## src/hdl/rcsp_pkg.sv

```systemverilog
// Shared types and character codes for the request stream parser.
package rcsp_pkg;

	typedef enum logic [2:0] {
		M_START,
		M_INLINE,
		M_COUNT,
		M_DOLLAR,
		M_LENGTH,
		M_DATA,
		M_DATA_CR
	} mode_t;

	typedef enum logic [1:0] {
		P_FIRST,
		P_DIGITS,
		P_CR
	} phase_t;

	localparam logic [3:0] EV_NONE      = 4'd0;
	localparam logic [3:0] EV_MB_START  = 4'd1;
	localparam logic [3:0] EV_IN_START  = 4'd2;
	localparam logic [3:0] EV_DATA      = 4'd3;
	localparam logic [3:0] EV_ARG_END   = 4'd4;
	localparam logic [3:0] EV_ARG_CMD   = 4'd5;
	localparam logic [3:0] EV_CMD_END   = 4'd6;
	localparam logic [3:0] EV_ERROR     = 4'd7;
	localparam logic [3:0] EV_ARG_HDR   = 4'd8;

	localparam logic [7:0] CH_STAR   = 8'h2A;
	localparam logic [7:0] CH_DOLLAR = 8'h24;
	localparam logic [7:0] CH_CR     = 8'h0D;
	localparam logic [7:0] CH_LF     = 8'h0A;
	localparam logic [7:0] CH_ZERO   = 8'h30;
	localparam logic [7:0] CH_NINE   = 8'h39;
	localparam logic [7:0] CH_SPACE  = 8'h20;
	localparam logic [7:0] CH_TAB    = 8'h09;
	localparam logic [7:0] CH_VT     = 8'h0B;
	localparam logic [7:0] CH_FF     = 8'h0C;

	typedef struct packed {
		mode_t        mode;
		phase_t       phase;
		logic [19:0]  accum;
		logic [15:0]  args_total;
		logic [15:0]  args_done;
		logic [19:0]  bytes_left;
		logic         word_open;
	} state_t;

	typedef struct packed {
		logic [19:0] count;
		logic [7:0]  data_byte;
		logic [3:0]  event_res;
	} result_t;

endpackage

```

## src/hdl/rcsp_step.sv

```systemverilog
// Next-state and event logic for one request byte.
module rcsp_step import rcsp_pkg::*; #(
	parameter int MAX_ARGS    = 65535,
	parameter int MAX_ARG_LEN = 1048575
) (
	input  state_t       st,
	input  logic [7:0]   in_byte,
	output state_t       st_nxt,
	output result_t      res
);

	typedef enum logic [1:0] {
		N_MORE,
		N_DONE,
		N_FAIL
	} nres_t;

	localparam logic [23:0] ARGS_LIM = 24'(MAX_ARGS);
	localparam logic [23:0] LEN_LIM  = 24'(MAX_ARG_LEN);

	logic        is_digit;
	logic [3:0]  dval;
	logic [23:0] limit;
	logic [23:0] times_ten;
	logic [23:0] v;
	nres_t       nres;
	phase_t      num_phase;
	logic [19:0] num_accum;
	logic        is_letter;
	logic        is_space;
	logic [15:0] done_inc;

	assign is_digit  = (in_byte >= CH_ZERO) && (in_byte <= CH_NINE);
	assign dval      = in_byte[3:0];
	assign limit     = (st.mode == M_COUNT) ? ARGS_LIM : LEN_LIM;
	assign times_ten = {1'b0, st.accum, 3'b000} + {3'b000, st.accum, 1'b0};
	assign v         = times_ten + {20'd0, dval};
	assign is_letter = ((in_byte >= 8'h41) && (in_byte <= 8'h5A))
		|| ((in_byte >= 8'h61) && (in_byte <= 8'h7A));
	assign is_space  = (in_byte == CH_SPACE) || (in_byte == CH_TAB)
		|| (in_byte == CH_VT) || (in_byte == CH_FF);
	assign done_inc  = st.args_done + 16'd1;

	always_comb begin
		nres      = N_FAIL;
		num_phase = P_FIRST;
		num_accum = st.accum;
		case (st.phase)
			P_FIRST: begin
				if (is_digit && (in_byte != CH_ZERO) && ({20'd0, dval} <= limit)) begin
					nres      = N_MORE;
					num_phase = P_DIGITS;
					num_accum = {16'd0, dval};
				end
			end
			P_DIGITS: begin
				if (is_digit) begin
					if (v <= limit) begin
						nres      = N_MORE;
						num_phase = P_DIGITS;
						num_accum = v[19:0];
					end
				end else if (in_byte == CH_CR) begin
					nres      = N_MORE;
					num_phase = P_CR;
				end else if (in_byte == CH_LF) begin
					nres = N_DONE;
				end
			end
			default: begin
				if (in_byte == CH_LF) begin
					nres = N_DONE;
				end
			end
		endcase
	end

	always_comb begin
		st_nxt        = st;
		res.event_res = EV_NONE;
		res.data_byte = 8'd0;
		res.count     = 20'd0;
		case (st.mode)
			M_START: begin
				if (in_byte == CH_STAR) begin
					st_nxt.mode  = M_COUNT;
					st_nxt.phase = P_FIRST;
					st_nxt.accum = 20'd0;
				end else if (is_letter) begin
					st_nxt.mode      = M_INLINE;
					st_nxt.word_open = 1'b1;
					res.event_res    = EV_IN_START;
					res.data_byte    = in_byte;
				end else begin
					res.event_res = EV_ERROR;
				end
			end
			M_INLINE: begin
				if (in_byte == CH_CR) begin
					res.event_res = EV_NONE;
				end else if (in_byte == CH_LF) begin
					res.event_res    = st.word_open ? EV_ARG_CMD : EV_CMD_END;
					st_nxt.mode      = M_START;
					st_nxt.phase     = P_FIRST;
					st_nxt.word_open = 1'b0;
				end else if (is_space) begin
					if (st.word_open) begin
						res.event_res    = EV_ARG_END;
						st_nxt.word_open = 1'b0;
					end
				end else begin
					res.event_res    = EV_DATA;
					res.data_byte    = in_byte;
					st_nxt.word_open = 1'b1;
				end
			end
			M_COUNT, M_LENGTH: begin
				st_nxt.phase = num_phase;
				st_nxt.accum = num_accum;
				if (nres == N_DONE) begin
					if (st.mode == M_COUNT) begin
						st_nxt.args_total = num_accum[15:0];
						st_nxt.args_done  = 16'd0;
						st_nxt.mode       = M_DOLLAR;
						res.event_res     = EV_MB_START;
						res.count         = {4'd0, num_accum[15:0]};
					end else begin
						st_nxt.bytes_left = num_accum;
						st_nxt.mode       = M_DATA;
						res.event_res     = EV_ARG_HDR;
						res.count         = num_accum;
					end
				end else if (nres == N_FAIL) begin
					res.event_res = EV_ERROR;
				end
			end
			M_DOLLAR: begin
				if (in_byte == CH_DOLLAR) begin
					st_nxt.mode  = M_LENGTH;
					st_nxt.phase = P_FIRST;
					st_nxt.accum = 20'd0;
				end else begin
					res.event_res = EV_ERROR;
				end
			end
			M_DATA: begin
				if (st.bytes_left != 20'd0) begin
					st_nxt.bytes_left = st.bytes_left - 20'd1;
					res.event_res     = EV_DATA;
					res.data_byte     = in_byte;
				end else if (in_byte == CH_CR) begin
					st_nxt.mode = M_DATA_CR;
				end else if (in_byte == CH_LF) begin
					st_nxt.args_done = done_inc;
					if (done_inc == st.args_total) begin
						res.event_res = EV_ARG_CMD;
						st_nxt.mode   = M_START;
						st_nxt.phase  = P_FIRST;
					end else begin
						res.event_res = EV_ARG_END;
						st_nxt.mode   = M_DOLLAR;
					end
				end else begin
					res.event_res = EV_ERROR;
				end
			end
			M_DATA_CR: begin
				if (in_byte == CH_LF) begin
					st_nxt.args_done = done_inc;
					if (done_inc == st.args_total) begin
						res.event_res = EV_ARG_CMD;
						st_nxt.mode   = M_START;
						st_nxt.phase  = P_FIRST;
					end else begin
						res.event_res = EV_ARG_END;
						st_nxt.mode   = M_DOLLAR;
					end
				end else begin
					res.event_res = EV_ERROR;
				end
			end
			default: begin
				res.event_res = EV_ERROR;
			end
		endcase
		if (res.event_res == EV_ERROR) begin
			st_nxt.mode      = M_START;
			st_nxt.phase     = P_FIRST;
			st_nxt.word_open = 1'b0;
		end
	end

endmodule

```

## src/hdl/resp_command_stream_parser.sv

```systemverilog
// Top level of the request stream parser: input register, parse step, result register.
// An accepted byte is held in the input register; its event is then registered into the result register for the output.
// Throughput: one byte per cycle while results are taken; the parse state updates once per byte.
// A stalled result holds the parse step, and once the input register is full the input stalls.
// Reset (arst_n low, asynchronous) empties both registers and returns the parser to start.
module resp_command_stream_parser import rcsp_pkg::*; #(
	parameter int MAX_ARGS    = 65535,
	parameter int MAX_ARG_LEN = 1048575
) (
	input  logic        clk,
	input  logic        arst_n,
	input  logic        s_axis_tvalid,
	output logic        s_axis_tready,
	input  logic [7:0]  s_axis_tdata,   // in_byte[7:0]
	output logic        m_axis_tvalid,
	input  logic        m_axis_tready,
	output logic [31:0] m_axis_tdata    // event_res[3:0], data_byte[11:4], count[31:12]
);

	logic       valid_s1;
	logic [7:0] byte_s1;
	logic       valid_s2;
	result_t    res_s2;
	state_t     state_q;
	state_t     state_nxt;
	result_t    res_nxt;
	logic       advance;
	logic       take_in;

	assign advance       = valid_s1 && (!valid_s2 || m_axis_tready);
	assign s_axis_tready = !valid_s1 || advance;
	assign take_in       = s_axis_tvalid && s_axis_tready;

	rcsp_step #(
		.MAX_ARGS    (MAX_ARGS),
		.MAX_ARG_LEN (MAX_ARG_LEN)
	) u_step (
		.st      (state_q),
		.in_byte (byte_s1),
		.st_nxt  (state_nxt),
		.res     (res_nxt)
	);

	always_ff @(posedge clk or negedge arst_n) begin
		if (!arst_n) begin
			valid_s1 <= 1'b0;
			valid_s2 <= 1'b0;
			state_q  <= '0;
		end else begin
			if (take_in) begin
				valid_s1 <= 1'b1;
			end else if (advance) begin
				valid_s1 <= 1'b0;
			end
			if (advance) begin
				valid_s2 <= 1'b1;
				state_q  <= state_nxt;
			end else if (m_axis_tready) begin
				valid_s2 <= 1'b0;
			end
		end
	end

	always_ff @(posedge clk) begin
		if (take_in) begin
			byte_s1 <= s_axis_tdata;
		end
		if (advance) begin
			res_s2 <= res_nxt;
		end
	end

	assign m_axis_tvalid = valid_s2;
	assign m_axis_tdata  = {res_s2.count, res_s2.data_byte, res_s2.event_res};

endmodule
```

## config.mk

```make
export PLATFORM = sky130hd
export DESIGN_NAME = resp_command_stream_parser
export DESIGN_NICKNAME = d
export VERILOG_FILES = /design/src/hdl/rcsp_pkg.sv /design/src/hdl/rcsp_step.sv /design/src/hdl/resp_command_stream_parser.sv
export SDC_FILE = /design/constraint.sdc
export NUM_CORES = 1
export LEC_CHECK = 0
export BUFFER_PORTS_ARGS = -buffer_cell sky130_fd_sc_hd__buf_2
export CORE_MARGIN = 10
export CORE_UTILIZATION = 57
export DETAILED_ROUTE_END_ITERATION = 6
export PLACE_DENSITY = 0.81
export SLEW_MARGIN = 20
export SYNTH_ARGS = -nofsm -noshare
export SYNTH_HDL_FRONTEND = slang
export SYNTH_HIERARCHICAL = 1
export SYNTH_SLANG_ARGS = --single-unit
```

## constraint.sdc

```tcl
create_clock -name clk -period 5.4 [get_ports clk]
set_input_delay 0.27 -clock clk [delete_from_list [all_inputs] [get_ports clk]]
set_output_delay 0.27 -clock clk [all_outputs]
set_load 0.01 [all_outputs]
```

### After elaboration in Yosys (flattened, before gate mapping)

Index checks and enable logic that the tools add are counted.

* reduce and logical (&&, ||, !) cells: 35
* mux-type cells: 75
* div/mod/pow operators: 0
* add/subtract/negate cells: 4
* shift-type cells: 0
* bitwise gates (word level): 2
* multiply operators: 0
* eq/ne operators: 38
* $lt $le $gt $ge: 8

Operators with widths (count)
* 20-bit two-way mux: 6
* 20-bit case mux with 2 select lines: 2
* 16-bit two-way mux: 4
* 20-bit case mux with 3 select lines: 1
* 16-bit case mux with 3 select lines: 1
* 8-bit by 4-bit equality test with 1-bit output, second input constant: 5
* 8-bit two-way mux: 5
* 36-bit two-way mux: 1
* 5-bit case mux with 6 select lines: 1
* 4-bit two-way mux: 7
* 3-bit two-way mux: 9
* 25-bit two-way mux: 1
* 5-bit two-way mux: 5
* 23-bit by 21-bit adder with 24-bit output: 1
* 24-bit by 4-bit adder with 24-bit output: 1
* 8-bit by 6-bit equality test with 1-bit output, second input constant: 3
* 24-bit less-or-equal comparator: 1
* 4-bit by 24-bit less-or-equal comparator with 1-bit output: 1
* 2-bit two-way mux: 12
* 4-bit case mux with 6 select lines: 1
* 8-bit case mux with 3 select lines: 1
* 22-bit two-way mux: 1
* 20-bit nonzero test: 1
* 20-bit by 1-bit subtractor with 20-bit output, second input constant: 1
* other kinds (38): 90

* register bits after elaboration: 120
* memory bits (read-only): 0
* latch bits: 0
* bits in writable memories: 0
* memories kept: 0
* bits of input ports: 12
* word-level logic and storage cells: 176

### Logic depth before layout (Yosys ltp)

Gate-level depths: netlist of run 1.

* word-level depth: 13
* depth in mapped cells: 24

### Modules after synthesis

The synthesis of run 1 kept the hierarchy.

Modules (own cells, without submodules)
* rcsp_step: instances 1, sequential area each 0.0 um^2, area each 4983.5 um^2, cells each 795
* resp_command_stream_parser: instances 1, sequential area each 3203.1 um^2, area each 4222.8 um^2, cells each 213

### Least setup slack after synthesis of run 1

Ideal clock, no wire load.

* kind: reg-to-reg
* from: register state_q[53] (netlist bit)
* to: register state_q[62] (netlist bit)
* cell stages (with the launch flop): 24
* period minus slack after synthesis: 5442 ps
* library setup time: 125 ps
* buffers on the path: 2
* setup slack: -42 ps
* required time: 5275 ps
* arrival: 5317 ps
* path through: dfrtp_1 -> fa_1 -> ha_1 -> a21o_1 -> a22o_1 -> a311o_1 -> a22oi_4 -> or2b_1 -> a21oi_1 -> o21ai_0 -> xnor2_1 -> inv_1 -> ha_1 -> nand3_1 -> nor4_1 -> and4_1 -> nand4_1 -> nor4_4 -> o2111ai_1 -> a21o_1 -> buf_2 -> buf_4 -> a22o_1 -> mux2_4

RTL lines
* from (decl): line resp_command_stream_parser.sv:24 `state_t state_q;`
* from (signal assigned): line resp_command_stream_parser.sv:57 `state_q <= state_nxt;`

==> metrics.txt, run 1 <==
Die Y 147 µm; most frequent cells in the layout nand2_1, dfrtp_1, o21ai_0; CP Data Arrival Time 5.95 ns; CP endpoint state_q[77]$_DFFE_PN0P_; RSZ-0062 raised after global routing true; Pre-Repair DR Iteration Count 6; Post-synth EDFFs 40; DR iter-0 viols 1032; Seq/Total Area, Yosys 0.348; post-route clock period utilization 1.03; R2R cell count 23; final slew viol count 0; clk_lat worst skew 0.44 ns; Synth Net Count 1067; proportion of layout cells with a drive suffix above 1 0.301; antenna-violating nets left 0; site row count 46; Die ar. 0.0216 mm²; Critical Path Source Type flip-flop; CTS Buf Count 17; Post-Synthesis Cells 1008; setup ws final -0.179 ns; clock sinks 120; post-synthesis cell type count 90; leakage 0.00492 µW; Hold Crit Class input pin to flip-flop; Initial Utilization 0.580; largest net degree at the start of global routing 65; crit path cell chain fa_1, ha_1, a21o_1, a22o_1, a311o_1, a22oi_4, or2b_1, a21oi_2, o21ai_1, xnor2_1, inv_1, ha_4, nand3_1, nor4_1, and4_1, nand4_1, nor4_4, buf_4, o211ai_4, or2_4, a22o_4, nor4_4, mux2_4; Fillers 1186; min Tclk post-route 5.58 ns; total I/O pin count 46; vias per inst 6.57; Worst path top cell family by delay simple AND/OR/NAND/NOR gates; Crit. End Element flip-flop; Detailed Place HPWL 18.1 mm; initial antenna violation count 0; Worst path depth 23; Antenna Cells 0; CTS tree done; max cap viols 1; Least-Margin Pin Slew 1.47 ns; DRC 0; pwr dens 234 mW/mm²; final hold slack 0.0105 ns; failing checks max-capacitance violations, negative setup slack; internal reg-to-reg setup slack -0.18 ns; register bit total from synthesis 120; Crit-path slowest cell fa_1; RR Startpoint byte_s1[3]$_DFFE_PP_; area occupied by multi-input gates 0.00617 mm²; Final Hold Vio Count 0; Die X 147 µm; Clock Tree Buf Depth 2; fraction of registers with async set/reset 0.667; Placer Congestion 0.973; worst setup skew after layout 0.00931 ns; final net count 1143; Critical Path Most Common Cell nor4_4; Required @ worst endpoint 5.77 ns; IO buf count 45; Mapped Avg Cell Area 9.13 µm²; Setup crit start byte_s1[3]$_DFFE_PP_; Slowest Stage Delay on Critical Path 0.57 ns; Area growth syn-to-layout 21.5%; Final setup viols 60; Total Wirelength 27.5 mm; Rel. slew slack 0.0171; Critical path buffers and inverters 2; Total GRT Usage 0.230; top_reg_cell synth dfrtp_1; Worst-path clk slew 0.06 ns; vias 8623; vias in the first global route 7929; global-route wire length before repair 41.1 mm; total grt overflow 0; Core Box Area 0.0159 mm²; TNS Setup -5.50 ns; # H-tree levels 4; FF/Latch Area 0.00320 mm²; crit-path max FO 4; most common cell after layout, fill and taps aside nand2_1; Syn. warnings 6; f_max 0.179 GHz; status complete, but fails checks; Avg WL per Cell 20.9 µm; root buf cell clkbuf_16; Worst VDD drop 0.224 mV; Setup Crit Path Kind flip-flop to flip-flop; FF-to-FF End state_q[77]$_DFFE_PN0P_; synthesized area 0.00921 mm²
logic make-up after synthesis:
group,synth area share
fa+ha+maj,0.0655
flops,0.348
xor+xnor,0.0342
simple gates,0.204
buf+inv,0.0374
mux,0.108
compound gates,0.203
cell type report:
type,instances,area share
clock buffers,19,0.0396
clock inverters,13,0.0172
inverters,21,0.00705
multi-input cells,809,0.551
flip-flops and latches,120,0.286
well taps,216,0.0242
repair buffers,115,0.0744
synth_stat cells (all sizes together), types with 5 or more instances:
cell type,instances,area (µm²)
nand2,104,398
o21ai,86,434
dfrtp,80,2000
mux2,78,912
a21oi,69,345
nor2,65,251
nand3,47,240
ha,45,563
edfxtp,40,1200
clkbuf,34,129
buf,24,136
nor3,24,135
xnor2,23,201
inv,21,78.8
a22o,17,158
and2,17,108
a21o,16,121
nor4,14,133
and3,13,81.3
o211ai,13,111
xor2,13,114
nand4,12,75.1
o31ai,12,90.1
nand2b,10,70.1
nor2b,10,62.6
or2,9,58.8
a211oi,8,72.6
mux2i,8,80.1
a31oi,7,43.8
o21bai,7,52.6
o41ai,6,52.6
or3,6,37.5
nand3b,5,37.5
o2111ai,5,43.8
or4,5,37.5
worst register-to-register path: stages, from the launching register on:
cell	delay (ns)
edfxtp_1	0.41
fa_1	0.57
ha_1	0.23
a21o_1	0.18
a22o_1	0.22
a311o_1	0.31
a22oi_4	0.16
or2b_1	0.25
a21oi_2	0.20
o21ai_1	0.10
xnor2_1	0.26
inv_1	0.14
ha_4	0.28
nand3_1	0.06
nor4_1	0.22
and4_1	0.22
nand4_1	0.15
nor4_4	0.26
buf_4	0.19
o211ai_4	0.12
or2_4	0.29
a22o_4	0.27
nor4_4	0.26
mux2_4	0.17
power by group:
group	total, µW	internal, µW	leakage [µW]	switching (µW)
logic	350	142	0.00311	208
registers	1030	990	0.00150	36.8
clock network	1240	790	0.000305	453
total	2620	1920	0.00492	698
what timing repair did:
action / in CTS / in global routing
gates resized for setup: 1 / 125
gates cloned: 0 / 2
setup buffers: 1 / 12
pin swaps: 3 / 29
hold endpoints to repair: 18 / 0
setup endpoints to repair: 52 / 69
hold buffers: 1 / 0
registers in the layout, indices dropped and copies added (netlist names):
register	flops
byte_s1	8
m_axis_tvalid	1
m_axis_tdata	32
state_q	78
valid_s1	1
worst min-delay path by stage:
stage,start,end,slack [ns],cells past startpoint
after global placement,arst_n,state_q[13]$_DFFE_PN0P_,0.16,1
final,s_axis_tdata[2],byte_s1[2]$_DFFE_PP_,0.01,1
after detailed placement,arst_n,state_q[13]$_DFFE_PN0P_,0.17,1
after global routing,s_axis_tdata[5],byte_s1[5]$_DFFE_PP_,-0.0008,1
after CTS,s_axis_tdata[2],byte_s1[2]$_DFFE_PP_,0.008,1
after floorplan,arst_n,m_axis_tvalid$_DFFE_PN0P_,-0.03,0
metrics by stage:
step / utilization / power [µW] / instances / setup WS (ns) / instance area [µm²]
3_3_place_gp: 0.623 / 1360 / 1267 / -0.0340 / 9890
3_5_place_dp: 0.623 / 1360 / 1267 / -0.140 / 9890
4_1_cts: 0.664 / 2600 / 1301 / 0.0153 / 10500
5_1_grt: 0.704 / 2700 / 1313 / -0.451 / 11200
6_report: 0.704 / 2620 / 1313 / -0.179 / 11200
2_1_floorplan: - / 1250 / 1008 / 0.0117 / 9240
layer usage:
metal | vias up | track usage | wire length (µm)
met5 | - | 0 | 0
met4 | 0 | 0.103 | 1060
met3 | 92 | 0.0442 | 1950
met2 | 437 | 0.377 | 13500
met1 | 4180 | 0.290 | 11000
li1 | 3914 | - | -
(Power assumes the default switching activity.)
==> inputs of run 2 (changes only) <==
--- a/config.mk
+++ b/config.mk
@@ -7,9 +7,9 @@
 export LEC_CHECK = 0
 export BUFFER_PORTS_ARGS = -buffer_cell sky130_fd_sc_hd__buf_2
 export CORE_MARGIN = 10
-export CORE_UTILIZATION = 57
+export CORE_UTILIZATION = 55
 export DETAILED_ROUTE_END_ITERATION = 6
-export PLACE_DENSITY = 0.81
+export PLACE_DENSITY = 0.79
 export SLEW_MARGIN = 20
 export SYNTH_ARGS = -nofsm -noshare
 export SYNTH_HDL_FRONTEND = slang
==> run 2 against run 1 <==
  * The run ends with negative setup slack left
  * Final area is 1.7% lower
  * Utilization is 3.9 points lower
  * Clock skew hardly changed
  * Critical path depth is 1 lower
  * Largest cell class unchanged
  * Largest power group unchanged
  * Highest routed layer unchanged
  * Flip-flop and latch count stayed put
  * Critical endpoint is now state_q[60]$_DFFE_PN0P_
  * Sequential power hardly changed
  * Via count is 0.78% lower
  * Die area is 3.1% higher
  * Maximum frequency is 0.94% higher
  * Routed wire length is 3.2% lower
  * First-iteration DRC count is 12% lower
  * Sequential share of layout area is 0.49 points higher
==> metrics.txt, run 2 (synthesis gave the netlist of run 1 again) <==
status complete, but fails checks; failing checks negative setup slack; Hold Crit Class input pin to flip-flop; post-route insts no fill 1326 (+0.99%); Util after Layout 0.666 (-0.0387); initial antenna violation count 0 (unchanged); Setup Crit Path Kind flip-flop to flip-flop; largest register by flop count state_q; R2R cell count 22 (-4.3%); area occupied by multi-input gates 0.00597 mm² (-3.2%); max cap viols 0 (-1); final net count 1152 (+0.79%); Final Hold Vio Count 0 (unchanged); most common cell after layout, fill and taps aside nand2_1; antenna-violating nets left 0 (unchanged); Pre-Repair DR Iteration Count 5 (-1); total I/O pin count 46 (unchanged); Antenna Cells 0 (unchanged); Crit. End Element flip-flop; Worst VDD drop 0.182 mV (-19%); IO buf count 45 (unchanged); crit path cell chain fa_1, ha_1, a21o_1, a22o_1, a311o_1, a22oi_4, or2b_1, a21oi_2, xnor2_1, ha_1, nand4_1, or3_1, nor4_1, and4_1, nand4_1, nor4_4, buf_4, o2111ai_4, a21o_1, buf_12, a22o_1, mux2_4; Placer Congestion 0.949 (-2.4%); Crit-path slowest cell fa_1; # H-tree levels 4 (unchanged); CTS Buf Count 17 (unchanged); setup ws final -0.127 ns (+0.0519 ns); Initial Utilization 0.557 (-0.0224); pwr dens 230 mW/mm² (-1.9%); Total GRT Usage 0.225 (-0.00552); vias per inst 6.45 (-1.7%); f_max 0.181 GHz (+0.94%); Required @ worst endpoint 5.70 ns (-0.07 ns); Area growth syn-to-layout 19.5%; leakage 0.00488 µW (-0.92%); most frequent cells in the layout nand2_1, dfrtp_1, o21ai_0; Die Y 149 µm (+1.6%); Core Box Area 0.0165 mm² (+4.0%); Critical Path Source Type flip-flop; total grt overflow 0 (unchanged); Hold Path Depth 1 (unchanged); max reg flops 78 (unchanged); Die ar. 0.0223 mm² (+3.1%); FF-to-FF End state_q[60]$_DFFE_PN0P_; final slew viol count 0 (unchanged); CTS tree done; Least-Margin Pin Slew 1.12 ns (-0.350 ns); site row count 47 (+2.2%); RR Startpoint state_q[53]$_DFFE_PN0P_; proportion of layout cells with a drive suffix above 1 0.283 (-0.0178); final hold slack 0.0203 ns (+0.00973 ns); internal reg-to-reg setup slack -0.13 ns (+0.05 ns); root buf cell clkbuf_16; TNS Setup -2.71 ns (+2.79 ns); Total Wirelength 26.6 mm (-3.2%); post-route clock period utilization 1.02 (-0.00961); clk_lat worst skew 0.43 ns (about the same); Clock Tree Buf Depth 2 (unchanged); DRC 0 (unchanged); Fillers 1262 (+6.4%); vias 8556 (-0.78%); clock sinks 120 (unchanged); DR iter-0 viols 913 (-12%); min Tclk post-route 5.53 ns (-0.0519 ns); placed insts 1277 (+0.79%); global-route wire length before repair 40.9 mm (-0.62%); CP Data Arrival Time 5.83 ns (-0.12 ns); Final setup viols 32 (-47%); Slowest Stage Delay on Critical Path 0.56 ns (about the same); Worst-path clk slew 0.06 ns (about the same); Detailed Place HPWL 18.0 mm (-0.38%); Rel. slew slack 0.252 (+0.235); Avg WL per Cell 20.0 µm (-4.2%); Worst Hold End byte_s1[3]$_DFFE_PP_; Die X 149 µm (+1.6%); RSZ-0062 raised after global routing true; vias in the first global route 8021 (+1.2%); FF/Latch Area 0.00320 mm² (unchanged); crit-path max FO 14 (+10); worst setup skew after layout 0.00886 ns (-0.000451 ns); largest net degree at the start of global routing 62 (-4.6%); worst hold start s_axis_tdata[3]
==> run 2: cell count changes in the layout (fill, tap and decap cells not counted), sizes merged <==
cell	previous run	this run
buf	113	123
bufinv	4	2
clkinvlp	2	4
inv	25	24
==> run 2: worst max path at each step <==
stage / startpoint / to / slack (ns) / cells after the start
after global routing: state_q[53]$_DFFE_PN0P_ / state_q[64]$_DFFE_PN0P_ / -0.41 / 22
after global placement: byte_s1[3]$_DFFE_PP_ / state_q[77]$_DFFE_PN0P_ / -0.007 / 23
after detailed placement: state_q[55]$_DFFE_PN0P_ / state_q[77]$_DFFE_PN0P_ / -0.20 / 23
final: state_q[53]$_DFFE_PN0P_ / state_q[60]$_DFFE_PN0P_ / -0.13 / 22
after CTS: state_q[53]$_DFFE_PN0P_ / state_q[0]$_DFFE_PN0P_ / -0.02 / 23
after floorplan: byte_s1[3]$_DFFE_PP_ / state_q[59]$_DFFE_PN0P_ / 0.01 / 23
==> run 2: repair_timing <==
| item | in CTS | in global routing |
|---|---|---|
| setup endpoints to repair | 59 | 70 |
| gates cloned | 0 | 0 |
| pin swaps | 16 | 24 |
| hold buffers | 1 | 0 |
| hold endpoints to repair | 19 | 0 |
| buffers inserted | 9 | 7 |
| gates resized for setup | 7 | 71 |
==> run 2: stage by stage <==
step / cell area, µm² / power (µW) / setup WS, ns
after floorplan: 9240 / 1250 / 0.0117
after global placement: 9940 / 1360 / -0.00711
after detailed placement: 9940 / 1370 / -0.202
after CTS: 10600 / 2510 / -0.0242
after global routing: 11000 / 2600 / -0.409
final: 11000 / 2520 / -0.127
==> run 2: area by class of cell <==
type                       instances  share of cell area
clock buffer                      20              0.0406
clock inverter                    12              0.0130
inverter                          21             0.00717
multi-input combinational        809               0.543
sequential                       120               0.291
tap                              220              0.0250
timing repair buffer             124              0.0802
==> run 2: where the power goes <==
part           total (µW)  internal [µW]  switching, µW
Sequential           1030            990           35.4
Combinational         360            146            214
Clock                1140            697            442
Total                2520           1830            692
==> run 2: critical path, delay by kind of cell (launching register included) <==
family                     cells  cell delay, ns
AOI/OAI and AO/OA              8            1.70
xor gates and xnor gates       1            0.11
adders and majority gates      3            1.10
buffers and inverters          2            0.35
DFF                            1            0.40
muxes                          1            0.27
and+or+nand+nor                7            1.49
==> run 2: layer usage <==
layer  wire length [µm]  up-vias  GRT usage
li1                   -     3930          -
met1              10800     4132      0.280
met2              13200      417      0.377
met3               1830       77     0.0376
met4                711        0     0.0967
met5                  0        -          0
